## src/design/dips_pkg.sv

```systemverilog
// ----------------------------------------------------------------------------
// dips_pkg: shared definitions of the dual incremental PI speed controller
// Field widths, register indexes, reset values and the channel payload types.
// ----------------------------------------------------------------------------
`default_nettype none

package dips_pkg;

   // field widths
   localparam int SPEED_WIDTH     = 16;
   localparam int TARGET_WIDTH    = 16;
   localparam int GAIN_WIDTH      = 8;
   localparam int LIMIT_WIDTH     = 10;
   localparam int CMP_WIDTH       = 12;
   localparam int CSR_INDEX_WIDTH = 3;
   localparam int CSR_DATA_WIDTH  = 16;

   // error is target - speed at full precision
   localparam int ERR_WIDTH =
      ((SPEED_WIDTH > TARGET_WIDTH) ? SPEED_WIDTH : TARGET_WIDTH) + 1;

   // default divisor applied to the gain products
   localparam int GAIN_SCALE_DEF = 10;

   // register indexes
   localparam logic [CSR_INDEX_WIDTH-1:0] CSR_TARGET_A   = 3'd0;
   localparam logic [CSR_INDEX_WIDTH-1:0] CSR_TARGET_B   = 3'd1;
   localparam logic [CSR_INDEX_WIDTH-1:0] CSR_PROP_GAIN  = 3'd2;
   localparam logic [CSR_INDEX_WIDTH-1:0] CSR_INTEG_GAIN = 3'd3;
   localparam logic [CSR_INDEX_WIDTH-1:0] CSR_STEP_LIMIT = 3'd4;
   localparam logic [CSR_INDEX_WIDTH-1:0] CSR_CEILING    = 3'd5;

   // reset values
   localparam logic signed [TARGET_WIDTH-1:0] TARGET_RESET = '0;
   localparam logic [GAIN_WIDTH-1:0]  PROP_GAIN_RESET  = 8'd30;
   localparam logic [GAIN_WIDTH-1:0]  INTEG_GAIN_RESET = 8'd50;
   localparam logic [LIMIT_WIDTH-1:0] STEP_LIMIT_RESET = 10'd80;
   localparam logic [CMP_WIDTH-1:0]   CEILING_RESET    = 12'd3199;
   localparam logic [CMP_WIDTH-1:0]   COMPARE_RESET    = 12'd3200;

   // input item
   typedef struct packed {
      logic signed [SPEED_WIDTH-1:0] speed_b;
      logic signed [SPEED_WIDTH-1:0] speed_a;
   } req_type;

   // result item
   typedef struct packed {
      logic [CMP_WIDTH-1:0] compare_b;
      logic [CMP_WIDTH-1:0] compare_a;
   } rsp_type;

   // configuration registers
   typedef struct packed {
      logic signed [TARGET_WIDTH-1:0] target_a;
      logic signed [TARGET_WIDTH-1:0] target_b;
      logic [GAIN_WIDTH-1:0]          prop_gain;
      logic [GAIN_WIDTH-1:0]          integ_gain;
      logic [LIMIT_WIDTH-1:0]         step_limit;
      logic [CMP_WIDTH-1:0]           compare_ceiling;
   } cfg_type;

   // stage load strobes from the pipeline control
   typedef struct packed {
      logic ld_s1;
      logic ld_s2;
      logic ld_out;
   } pipe_ctrl_type;

endpackage

`default_nettype wire

```

## src/design/dips_channel.sv

```systemverilog
// ----------------------------------------------------------------------------
// dips_channel: datapath of one PI speed channel
// Error and gain products, saturating scaled division, compare value update.
// ----------------------------------------------------------------------------
`default_nettype none

module dips_channel #(
   parameter int GAIN_SCALE = dips_pkg::GAIN_SCALE_DEF
) (
   input  wire logic                                   clock,
   input  wire logic                                   reset,
   input  wire dips_pkg::pipe_ctrl_type                ctrl,
   input  wire dips_pkg::cfg_type                      cfg,
   input  wire logic signed [dips_pkg::TARGET_WIDTH-1:0] target,
   input  wire logic signed [dips_pkg::SPEED_WIDTH-1:0]  speed,
   output logic [dips_pkg::CMP_WIDTH-1:0]              compare
);

   localparam int EW   = dips_pkg::ERR_WIDTH;
   localparam int NW   = EW + 10;
   localparam int GW   = dips_pkg::GAIN_WIDTH;
   localparam int LW   = dips_pkg::LIMIT_WIDTH;
   localparam int CMW  = dips_pkg::CMP_WIDTH;
   localparam int GSW  = $clog2(GAIN_SCALE);
   // magnitudes below (step_limit + 1) * GAIN_SCALE fit in AW bits
   localparam int AW   = $clog2((1 << LW) * GAIN_SCALE);
   localparam int LSW  = AW + 1;
   localparam int SH   = AW + GSW;
   localparam int MW   = AW + 1;
   localparam int PW   = AW + MW;
   localparam int KW   = (NW > LSW) ? NW : LSW;
   localparam longint unsigned RECIP_FULL =
      ((64'd1 << SH) + 64'(GAIN_SCALE) - 64'd1) / 64'(GAIN_SCALE);
   localparam logic [MW-1:0] RECIP = MW'(RECIP_FULL);

   // stage 1: error and gain products
   logic signed [EW-1:0] err_in;
   logic signed [EW:0]   diff_in;
   logic signed [GW:0]   kp_s;
   logic signed [GW:0]   ki_s;
   logic signed [NW-1:0] prod_p_in;
   logic signed [NW-1:0] prod_i_in;
   logic signed [EW-1:0] prev_error_ff;
   logic signed [NW-1:0] prod_p_ff;
   logic signed [NW-1:0] prod_i_ff;

   assign err_in    = EW'(target) - EW'(speed);
   assign diff_in   = (EW+1)'(err_in) - (EW+1)'(prev_error_ff);
   assign kp_s      = signed'({1'b0, cfg.prop_gain});
   assign ki_s      = signed'({1'b0, cfg.integ_gain});
   assign prod_p_in = NW'(kp_s) * NW'(diff_in);
   assign prod_i_in = NW'(ki_s) * NW'(err_in);

   // stage 2: sum, magnitude and saturation test
   logic signed [NW-1:0] num;
   logic [NW-1:0]        mag;
   logic                 sat_in;
   logic [LSW-1:0]       lim_scaled_in;
   logic [LSW-1:0]       lim_scaled_ff;
   logic                 neg_ff;
   logic                 sat_ff;
   logic [AW-1:0]        mag_ff;

   assign num           = prod_p_ff + prod_i_ff;
   assign mag           = num[NW-1] ? unsigned'(-num) : unsigned'(num);
   assign sat_in        = KW'(mag) >= KW'(lim_scaled_ff);
   assign lim_scaled_in = LSW'((32'(cfg.step_limit) + 32'd1) * GAIN_SCALE);

   // output stage: quotient by reciprocal, step, clamp
   logic [PW-1:0]  quot_prod;
   logic [LW-1:0]  step;
   logic [CMW:0]   raise;
   logic [CMW-1:0] lower;
   logic [CMW-1:0] compare_in;
   logic [CMW-1:0] compare_ff;

   assign quot_prod = PW'(mag_ff) * PW'(RECIP);
   assign step      = sat_ff ? cfg.step_limit : quot_prod[SH +: LW];
   assign raise     = {1'b0, compare_ff} + (CMW+1)'(step);
   assign lower     = compare_ff - CMW'(step);

   // negative step raises the compare value, positive lowers it
   always_comb begin
      if (neg_ff) begin
         if (raise > {1'b0, cfg.compare_ceiling}) begin
            compare_in = cfg.compare_ceiling;
         end else begin
            compare_in = raise[CMW-1:0];
         end
      end else if (compare_ff < CMW'(step)) begin
         compare_in = '0;
      end else if (lower > cfg.compare_ceiling) begin
         compare_in = cfg.compare_ceiling;
      end else begin
         compare_in = lower;
      end
   end

   // channel state
   always_ff @(posedge clock) begin
      if (reset) begin
         prev_error_ff <= '0;
         compare_ff    <= dips_pkg::COMPARE_RESET;
      end else begin
         if (ctrl.ld_s1) begin
            prev_error_ff <= err_in;
         end
         if (ctrl.ld_out) begin
            compare_ff <= compare_in;
         end
      end
   end

   // pipeline payload
   always_ff @(posedge clock) begin
      lim_scaled_ff <= lim_scaled_in;
      if (ctrl.ld_s1) begin
         prod_p_ff <= prod_p_in;
         prod_i_ff <= prod_i_in;
      end
      if (ctrl.ld_s2) begin
         neg_ff <= num[NW-1];
         sat_ff <= sat_in;
         mag_ff <= mag[AW-1:0];
      end
   end

   assign compare = compare_ff;

   // compare value stays under the ceiling that was in force at the update
   a_under_ceiling: assert property (@(posedge clock) disable iff (reset)
      ctrl.ld_out |=> (compare_ff <= $past(cfg.compare_ceiling)))
      else $error("compare value above ceiling");

   // a positive step never raises the compare value
   a_lower_dir: assert property (@(posedge clock) disable iff (reset)
      (ctrl.ld_out && !neg_ff) |=> (compare_ff <= $past(compare_ff)))
      else $error("compare value rose on positive step");

   // reset restores the channel state
   a_reset_state: assert property (@(posedge clock)
      reset |=> (compare_ff == dips_pkg::COMPARE_RESET) && (prev_error_ff == '0))
      else $error("channel state not restored by reset");

endmodule

`default_nettype wire

```

## src/design/dual_incremental_pi_speed.sv

```systemverilog
// ----------------------------------------------------------------------------
// dual_incremental_pi_speed: two-channel incremental PI speed controller
// Path: an accepted item passes the input register, product stage, saturation
//   stage and compare register before rsp_valid.
// Throughput: one item per cycle; the pipeline stalls only when rsp_stall
//   holds a full output with every stage behind it occupied.
// Reset: clears all valids, restores register defaults, errors to 0 and
//   both compare values to 3200.
// ----------------------------------------------------------------------------
`default_nettype none

module dual_incremental_pi_speed #(
   parameter int GAIN_SCALE = dips_pkg::GAIN_SCALE_DEF
) (
   input  wire logic                                     clock,
   input  wire logic                                     reset,
   input  wire logic                                     req_valid,
   output logic                                          req_stall,
   input  wire dips_pkg::req_type                        req_data,
   output logic                                          rsp_valid,
   input  wire logic                                     rsp_stall,
   output dips_pkg::rsp_type                             rsp_data,
   input  wire logic                                     csr_wr_en,
   input  wire logic [dips_pkg::CSR_INDEX_WIDTH-1:0]     csr_index,
   input  wire logic [dips_pkg::CSR_DATA_WIDTH-1:0]      csr_wr_data
);

   localparam int CMW = dips_pkg::CMP_WIDTH;

   dips_pkg::cfg_type       cfg_ff;
   dips_pkg::req_type       req_data_ff;
   dips_pkg::pipe_ctrl_type ctrl;

   logic in_valid_ff;
   logic s1_valid_ff;
   logic s2_valid_ff;
   logic rsp_valid_ff;
   logic adv_out;
   logic adv_s2;
   logic adv_s1;
   logic req_accept;
   logic [CMW-1:0] cmp_a;
   logic [CMW-1:0] cmp_b;

   // a stage moves on when the next one is empty or moving
   assign adv_out     = !rsp_valid_ff || !rsp_stall;
   assign adv_s2      = !s2_valid_ff || adv_out;
   assign adv_s1      = !s1_valid_ff || adv_s2;
   assign req_stall   = in_valid_ff && !adv_s1;
   assign req_accept  = req_valid && !req_stall;
   assign ctrl.ld_s1  = in_valid_ff && adv_s1;
   assign ctrl.ld_s2  = s1_valid_ff && adv_s2;
   assign ctrl.ld_out = s2_valid_ff && adv_out;

   // valid bits and configuration registers
   always_ff @(posedge clock) begin
      if (reset) begin
         in_valid_ff            <= 1'b0;
         s1_valid_ff            <= 1'b0;
         s2_valid_ff            <= 1'b0;
         rsp_valid_ff           <= 1'b0;
         cfg_ff.target_a        <= dips_pkg::TARGET_RESET;
         cfg_ff.target_b        <= dips_pkg::TARGET_RESET;
         cfg_ff.prop_gain       <= dips_pkg::PROP_GAIN_RESET;
         cfg_ff.integ_gain      <= dips_pkg::INTEG_GAIN_RESET;
         cfg_ff.step_limit      <= dips_pkg::STEP_LIMIT_RESET;
         cfg_ff.compare_ceiling <= dips_pkg::CEILING_RESET;
      end else begin
         if (req_accept) begin
            in_valid_ff <= 1'b1;
         end else if (ctrl.ld_s1) begin
            in_valid_ff <= 1'b0;
         end
         if (ctrl.ld_s1) begin
            s1_valid_ff <= 1'b1;
         end else if (ctrl.ld_s2) begin
            s1_valid_ff <= 1'b0;
         end
         if (ctrl.ld_s2) begin
            s2_valid_ff <= 1'b1;
         end else if (ctrl.ld_out) begin
            s2_valid_ff <= 1'b0;
         end
         if (ctrl.ld_out) begin
            rsp_valid_ff <= 1'b1;
         end else if (!rsp_stall) begin
            rsp_valid_ff <= 1'b0;
         end
         if (csr_wr_en) begin
            unique case (csr_index)
               dips_pkg::CSR_TARGET_A:   cfg_ff.target_a   <= signed'(csr_wr_data[15:0]);
               dips_pkg::CSR_TARGET_B:   cfg_ff.target_b   <= signed'(csr_wr_data[15:0]);
               dips_pkg::CSR_PROP_GAIN:  cfg_ff.prop_gain  <= csr_wr_data[7:0];
               dips_pkg::CSR_INTEG_GAIN: cfg_ff.integ_gain <= csr_wr_data[7:0];
               dips_pkg::CSR_STEP_LIMIT: cfg_ff.step_limit <= csr_wr_data[9:0];
               dips_pkg::CSR_CEILING:    cfg_ff.compare_ceiling <= csr_wr_data[11:0];
               default: begin
               end
            endcase
         end
      end
   end

   // input register
   always_ff @(posedge clock) begin
      if (req_accept) begin
         req_data_ff <= req_data;
      end
   end

   // channel datapaths
   dips_channel #(.GAIN_SCALE(GAIN_SCALE)) u_chan_a (
      .clock   (clock),
      .reset   (reset),
      .ctrl    (ctrl),
      .cfg     (cfg_ff),
      .target  (cfg_ff.target_a),
      .speed   (req_data_ff.speed_a),
      .compare (cmp_a)
   );

   dips_channel #(.GAIN_SCALE(GAIN_SCALE)) u_chan_b (
      .clock   (clock),
      .reset   (reset),
      .ctrl    (ctrl),
      .cfg     (cfg_ff),
      .target  (cfg_ff.target_b),
      .speed   (req_data_ff.speed_b),
      .compare (cmp_b)
   );

   assign rsp_valid          = rsp_valid_ff;
   assign rsp_data.compare_a = cmp_a;
   assign rsp_data.compare_b = cmp_b;

   // input is held back only while the input register is occupied
   a_stall_full: assert property (@(posedge clock) disable iff (reset)
      req_stall |-> in_valid_ff)
      else $error("input stalled with empty input register");

   // an item leaving the last stage shows up as a result
   a_out_loaded: assert property (@(posedge clock) disable iff (reset)
      ctrl.ld_out |=> rsp_valid_ff)
      else $error("result lost at output register");

   // a delivered result with nothing behind it leaves the output empty
   a_out_drain: assert property (@(posedge clock) disable iff (reset)
      (rsp_valid_ff && !rsp_stall && !s2_valid_ff) |=> !rsp_valid_ff)
      else $error("result repeated after delivery");

   // reset empties the pipeline
   a_reset_empty: assert property (@(posedge clock)
      reset |=> !in_valid_ff && !s1_valid_ff && !s2_valid_ff && !rsp_valid_ff)
      else $error("pipeline not empty after reset");

endmodule

`default_nettype wire
```

## config.mk

```make
export PLATFORM = sky130hd
export DESIGN_NAME = dual_incremental_pi_speed
export DESIGN_NICKNAME = d
export VERILOG_FILES = /design/src/design/dips_pkg.sv /design/src/design/dips_channel.sv /design/src/design/dual_incremental_pi_speed.sv
export SDC_FILE = /design/constraint.sdc
export NUM_CORES = 2
export LEC_CHECK = 0
export BUFFER_PORTS_ARGS = -buffer_cell sky130_fd_sc_hd__buf_2
export CAP_MARGIN = 20
export CORE_ASPECT_RATIO = 0.5
export CORE_MARGIN = 4
export CORE_UTILIZATION = 60
export CTS_CLUSTER_DIAMETER = 30
export DETAILED_ROUTE_END_ITERATION = 7
export PLACE_DENSITY = 0.76
export SLEW_MARGIN = 20
export SYNTH_ARGS = -nofsm -noshare
export SYNTH_HDL_FRONTEND = slang
export SYNTH_SLANG_ARGS = --single-unit
```

## constraint.sdc

```tcl
create_clock -name clock -period 11.1 [get_ports clock]
set_clock_uncertainty 0.05 [all_clocks]
set_input_delay 0 -clock clock [delete_from_list [all_inputs] [get_ports clock]]
set_output_delay 0 -clock clock [all_outputs]
set_load 0.01 [all_outputs]
```

# Word level (Yosys, flattened, before mapping)

Index checks and enable logic that the tools add are counted.

Bits in registers: 318
Input port bits: 56
Output and inout port bits: 26
Word-level logic and storage cells: 105

$add $sub $neg: 13
Multipliers: 7
Order comparisons: 8
Equal/unequal tests: 6
Multiplexer cells: 20
Reductions and logical operators: 24

Operator list:

| operator                                                               | count |
|---|---|
| 12-bit 2-to-1 mux                                                      | 8 |
| 14-bit by 15-bit multiplier with 28-bit output (second input constant) | 2 |
| 27-bit adder                                                           | 2 |
| 27-bit by 15-bit greater-or-equal comparator with 1-bit output         | 2 |
| 9-bit by 18-bit multiplier with 27-bit output                          | 2 |
| 27-bit 2-to-1 mux                                                      | 2 |
| 27-bit negation                                                        | 2 |
| 9-bit by 17-bit multiplier with 26-bit output                          | 2 |
| 17-bit by 17-bit subtractor with 18-bit output                         | 2 |
| 16-bit by 16-bit subtractor with 17-bit output                         | 2 |
| 32-bit by 3-bit multiplier with 14-bit output (second input constant)  | 1 |
| 12-bit by 10-bit adder with 13-bit output                              | 2 |
| 13-bit by 12-bit greater-than comparator with 1-bit output             | 2 |
| 12-bit greater-than comparator                                         | 2 |
| 12-bit by 10-bit less-than comparator with 1-bit output                | 2 |
| 12-bit by 10-bit subtractor with 12-bit output                         | 2 |
| 10-bit 2-to-1 mux                                                      | 2 |
| 2-bit AND reduction                                                    | 6 |
| 10-bit by 1-bit adder with 11-bit output (second input constant)       | 1 |
| 1-bit 2-to-1 mux                                                       | 8 |
| 3-bit by 2-bit == test with 1-bit output (second input constant)       | 2 |
| 3-bit == test (second input constant)                                  | 2 |
| 1-bit logical NOT                                                      | 6 |
| 2-bit nonzero test                                                     | 3 |
| 5 further kinds                                                        | 11 |

# Logic depth before layout (Yosys ltp)

Depth after elaboration: 9
Depth in mapped cells: 46
Depth with buffers taken out: 45

# By module

A second synthesis with hierarchy kept.

Cells, all modules: 5,455
Area, all modules: 49,772.7 um2

By module, submodules not included:

| module                    | instances | cells each | area an instance (um2) | sequential area each (um2) |
|---|---|---|---|---|
| dips_channel (u_chan_a)   | 1         | 2,583      | 23,048.4               | 2,932.8 |
| dips_channel (u_chan_b)   | 1         | 2,550      | 22,731.8               | 2,932.8 |
| dual_incremental_pi_speed | 1         | 322        | 3,992.6                | 2,442.3 |

# Least setup slack after synthesis

No wires, ideal clock.

Kind: flip-flop to flip-flop
From: register u_chan_a.mag_ff[11]
To: register u_chan_a.compare_ff[4], in the netlist u_chan_a.compare[4]
Setup time: 0.086 ns
Data arrival time: 9.253 ns
Data required time: 10.964 ns
Slack: 1.711 ns
Stages on the path, launching flop included: 39
Buffers on the path: 1
Clock period less this slack: 9.389 ns
Cells stage by stage: edfxtp_1 -> fa_1 -> fa_1 -> fa_1 -> inv_1 -> fa_1 -> inv_1 -> fa_1 -> inv_1 -> fa_1 -> inv_1 -> ha_1 -> o21a_1 -> o2111ai_1 -> nand2_1 -> o311a_1 -> o31a_1 -> o41ai_1 -> (+3 left out) -> nor2_1 -> a21o_1 -> ha_1 -> inv_1 -> a221oi_1 -> o21ai_0 -> xnor2_1 -> ha_1 -> nand4_1 -> or2_2 -> o21ai_0 -> o22ai_1 -> inv_1 -> clkbuf_1 -> nand2_1 -> a21oi_1 -> nor2_1 -> a211oi_1

Word-level cells in the longest chain between the ends: 7
Elaborated cells between the ends (all ways): 11
Those cells by class: 2 x add/sub; 1 x mul; 3 x order compare; 5 x mux

Ends and longest elaborated chain:

| what                                             | RTL line            | RTL |
|---|---|---|
| start, declared                                  | dips_channel.sv:62  | `logic [AW-1:0] mag_ff;` |
| start signal, assigned                           | dips_channel.sv:124 | `mag_ff <= mag[AW-1:0];` |
| 14-bit by 15-bit multiplier with 28-bit output * | dips_channel.sv:77  | `assign quot_prod = PW'(mag_ff) * PW'(RECIP);` |
| 10-bit 2-to-1 mux *                              | dips_channel.sv:78  | `assign step = sat_ff ? cfg.step_limit : quot_prod[SH +: LW];` |
| 12-bit by 10-bit subtractor with 12-bit output   | dips_channel.sv:80  | `assign lower = compare_ff - CMW'(step);` |
| 12-bit greater-than comparator                   | dips_channel.sv:92  | `end else if (lower > cfg.compare_ceiling) begin` |
| 12-bit 2-to-1 mux                                | dips_channel.sv:92  |  |
| 12-bit 2-to-1 mux                                | dips_channel.sv:90  | `end else if (compare_ff < CMW'(step)) begin` |
| 12-bit 2-to-1 mux *                              | dips_channel.sv:84  | `if (neg_ff) begin` |
| end signal, assigned                             | dips_channel.sv:103 | `compare_ff <= dips_pkg::COMPARE_RESET;` |
| end signal, assigned                             | dips_channel.sv:109 | `compare_ff <= compare_in;` |
| end, declared                                    | dips_channel.sv:75  | `logic [CMW-1:0] compare_ff;` |

Every way passes the cells marked *; elsewhere a longest branch is shown, timed or not.
A chain may end at the register's enable or synchronous reset.

# Final worst setup path

From: register u_chan_a.mag_ff[8]
To: register u_chan_a.compare_ff[9], in the netlist u_chan_a.compare[9]

Same word-level chain as after synthesis.

==> results.md <==
- Status: complete, no violations
- Io pins: 82
- Global route overflow: 0
- Vias: 39400
- First-pass GRT wire length: 207 mm
- Top cell by count, worst path: inv_1
- Syn Nets: 6904
- Seq/Total Area, Yosys: roughly 16%
- Synth Flop Type: edfxtp_1
- Port Buf Inserts: about 80
- Initial drt markers: 2762
- Max Cap Viol: 0
- Critical path buffers and inverters: 7
- Die W: 413 microns
- Slew HR: 25.0%
- Crit-path slowest cell: a2111oi_0
- Number of core rows: 73
- Worst slew pin tran: 1110 ps
- EDFF count, synth: 170
- Min Tclk post-route: 10300 ps
- Largest net degree at the start of global routing: 74
- Async set-reset flop share out of synthesis: 0%
- Fin nets: 7013
- Hold crit path type: input port to flop
- Reg clk slew, reported paths: 50 ps
- RePlAce Congestion: 0.939
- Total GRT Usage: a little under 30%
- Avg Inst Size Synth: just under 9 sq um
- Starting Density: 61.2%
- CP Max Fanout: 12
- Critical Path Start Type: flop
- Antenna violations before repair: 1
- Count of final max-slew check failures: 0
- Worst skew pair latency: approximately 620 ps
- Setup Crit Path Kind: flop to flop
- R2r setup slk: 800 ps
- Remaining DRCs: 0
- Vias in the first global route: 41100
- Avg WL per Cell: 18.1 microns
- TritonCTS clock tree: built
- Cells after Synth: 5609
- WP data arrival: between 10000 and 15000 ps
- Chip Height: 210 microns
- Share of cells above drive strength 1: 6.03%
- Setup TNS: 0 ps
- Crit path capture type: flop
- Most common cell after layout, fill and taps aside: inv_1
- Die area: 86900 sq um
- Mapped Area: between 40000 and 50000 sq um
- DP HPWL: 100 mm
- N_diodes: 0
- Post-CTS sizing: 0
- CTS root buf: clkbuf_16
- Post-synthesis register bit count: between 300 and 400
- # setup viols final: 0
- Core area: 80300 sq um
- Area growth syn-to-layout: 9.22%
- Filler Cell Count: 6457
- Netlist cell types: 95
- Critical Path RT: 11550 ps
- Drt total wl: about 120 mm
- Peak Freq: 97.1 MHz
- Final hold viol count: 0
- Drt via density: between 5 and 6
- Cts bufs inserted: 68
- Total clock sinks: 316
- H-tree Lvls: 3
- Post-layout worst setup margin: approximately 800 ps
- DR pass1 iterations: 6
- Crit-path max cell delay: 620 ps
- DRT antenna net count: 0
- CP delay by family, top: adder cells
- Worst slack, placed: approximately 900 ps
- Most frequent cells in the layout: inv_1 (1009), ha_1 (664), nand2_1 (581)
- Final worst-path cycle share: 92.8%
- RSZ-0062 raised after global routing: false
- Bufs on Longest Clock Path: 3
- Hold-fix buffer count after cts: 57
- Synth warnings: 0
- Setup bufs post-CTS: 0
==> state kept, by name (all words and copies together), names as in the netlist <==
| register | cells |
|---|---|
| u_chan_a.prev_error_ff | 17 |
| u_chan_a.compare | 12 |
| u_chan_b.neg_ff | 1 |
| u_chan_a.prod_p_ff | 27 |
| u_chan_a.mag_ff | 14 |
| rsp_valid | 1 |
| u_chan_b.mag_ff | 14 |
| u_chan_b.prod_p_ff | 27 |
| s1_valid_ff | 1 |
| u_chan_a.sat_ff | 1 |
| u_chan_b.sat_ff | 1 |
| u_chan_a.neg_ff | 1 |
| cfg_ff | 70 |
| u_chan_a.prod_i_ff | 26 |
| s2_valid_ff | 1 |
| u_chan_b.compare | 12 |
| u_chan_b.prev_error_ff | 17 |
| in_valid_ff | 1 |
| u_chan_b.prod_i_ff | 26 |
| u_chan_b.lim_scaled_ff | 14 |
| req_data_ff | 32 |
==> final cells by class <==
class | instances | area (sq um) | share of cell area [%]
Clock inverter | 47 | 510 | 0.951
Multi-Input combinational cell | 4124 | 36800 | 68.5
Tap cell | 1087 | 1360 | 2.53
Inverter | 1012 | 3800 | 7.08
Timing Repair Buffer | 196 | 1410 | 2.63
Sequential cell | 316 | 8030 | 15.0
Clock buffer | 78 | 1820 | 3.39
==> final timing paths <==
| path | start | end | cells past startpoint |
|---|---|---|---|
| max | u_chan_a.mag_ff[8]$_DFFE_PP_ | u_chan_a.compare[9]$_SDFFE_PP0P_ | 38 |
| min | req_data[3] | req_data_ff[3]$_DFFE_PP_ | 2 |
| max reg2reg | u_chan_a.mag_ff[8]$_DFFE_PP_ | u_chan_a.compare[9]$_SDFFE_PP0P_ | 38 |
| min reg2reg | u_chan_b.prev_error_ff[7]$_SDFFE_PP0P_ | u_chan_b.prev_error_ff[7]$_SDFFE_PP0P_ | 2 |
==> cell usage after synthesis, drive strengths merged (9+ instances only) <==
| master | count | area (sq um) |
|---|---|---|
| or4 | 11 | 90.1 |
| a211o | 23 | 201 |
| nand2b | 30 | 188 |
| o2111ai | 20 | 193 |
| clkbuf | 149 | 559 |
| nand3 | 88 | 440 |
| o21a | 47 | 360 |
| o22ai | 9 | 56.3 |
| nor2b | 83 | 519 |
| nand3b | 21 | 158 |
| a21bo | 16 | 160 |
| o211ai | 28 | 210 |
| nor2 | 257 | 965 |
| nor3 | 92 | 460 |
| inv | 1011 | 3790 |
| nor3b | 18 | 135 |
| o31ai | 19 | 143 |
| a211oi | 57 | 445 |
| nand4 | 32 | 200 |
| o21bai | 31 | 233 |
| edfxtp | 170 | 5100 |
| and2 | 318 | 1990 |
| ha | 664 | 8310 |
| a31oi | 34 | 219 |
| o31a | 11 | 96.3 |
| a21boi | 18 | 135 |
| a41oi | 11 | 96.3 |
| xor2 | 58 | 516 |
| or3 | 27 | 169 |
| or2 | 24 | 150 |
| dfxtp | 146 | 2920 |
| mux2i | 11 | 110 |
| fa | 575 | 11500 |
| nand2 | 581 | 2180 |
| a2111oi | 12 | 113 |
| nor4 | 9 | 68.8 |
| o311ai | 9 | 78.8 |
| a21o | 80 | 601 |
| xnor2 | 186 | 1630 |
| and3 | 52 | 325 |
| o21ai | 159 | 818 |
| a21oi | 310 | 1560 |
==> metal layers <==
| metal | global-route usage (%) | part of all wire (%) | up-vias |
|---|---|---|---|
| met4 | 10.4 | 3.6 | 0 |
| met5 | 0 | 0 | - |
| met1 | 37.2 | 42 | 19300 |
| met2 | 51.5 | 49 | 1120 |
| li1 | - | - | 18700 |
| met3 | 4.24 | 6.0 | 278 |
==> through the flow <==
step	cell area [sq um]	hold slack, ps	instances	util (%)
after floorplan	49200	48.9	5609	-
after global placement	50800	126	6678	63.2
after detailed placement	50800	129	6678	63.3
after CTS	53700	0.322	6860	66.9
after global routing	53700	25.9	6860	66.9
final	53700	38.6	6860	66.9
==> cells by family (layout without fill, tap and decap cells) <==
group | after synthesis | in the layout | synth area share [%]
adders and majority gates | 1239 | 1239 | 40.3
DFF | 316 | 316 | 16.3
xor gates and xnor gates | 244 | 244 | 4.36
AOI/OAI and AO/OA | 962 | 962 | 13.0
muxes | 19 | 19 | 0.407
buffers and inverters | 1169 | 1333 | 8.96
and+or+nand+nor | 1660 | 1660 | 16.7
Power is left out: the tool's default activity adds up to more than one toggle a clock period on the data nets, which glitch-free logic cannot reach.
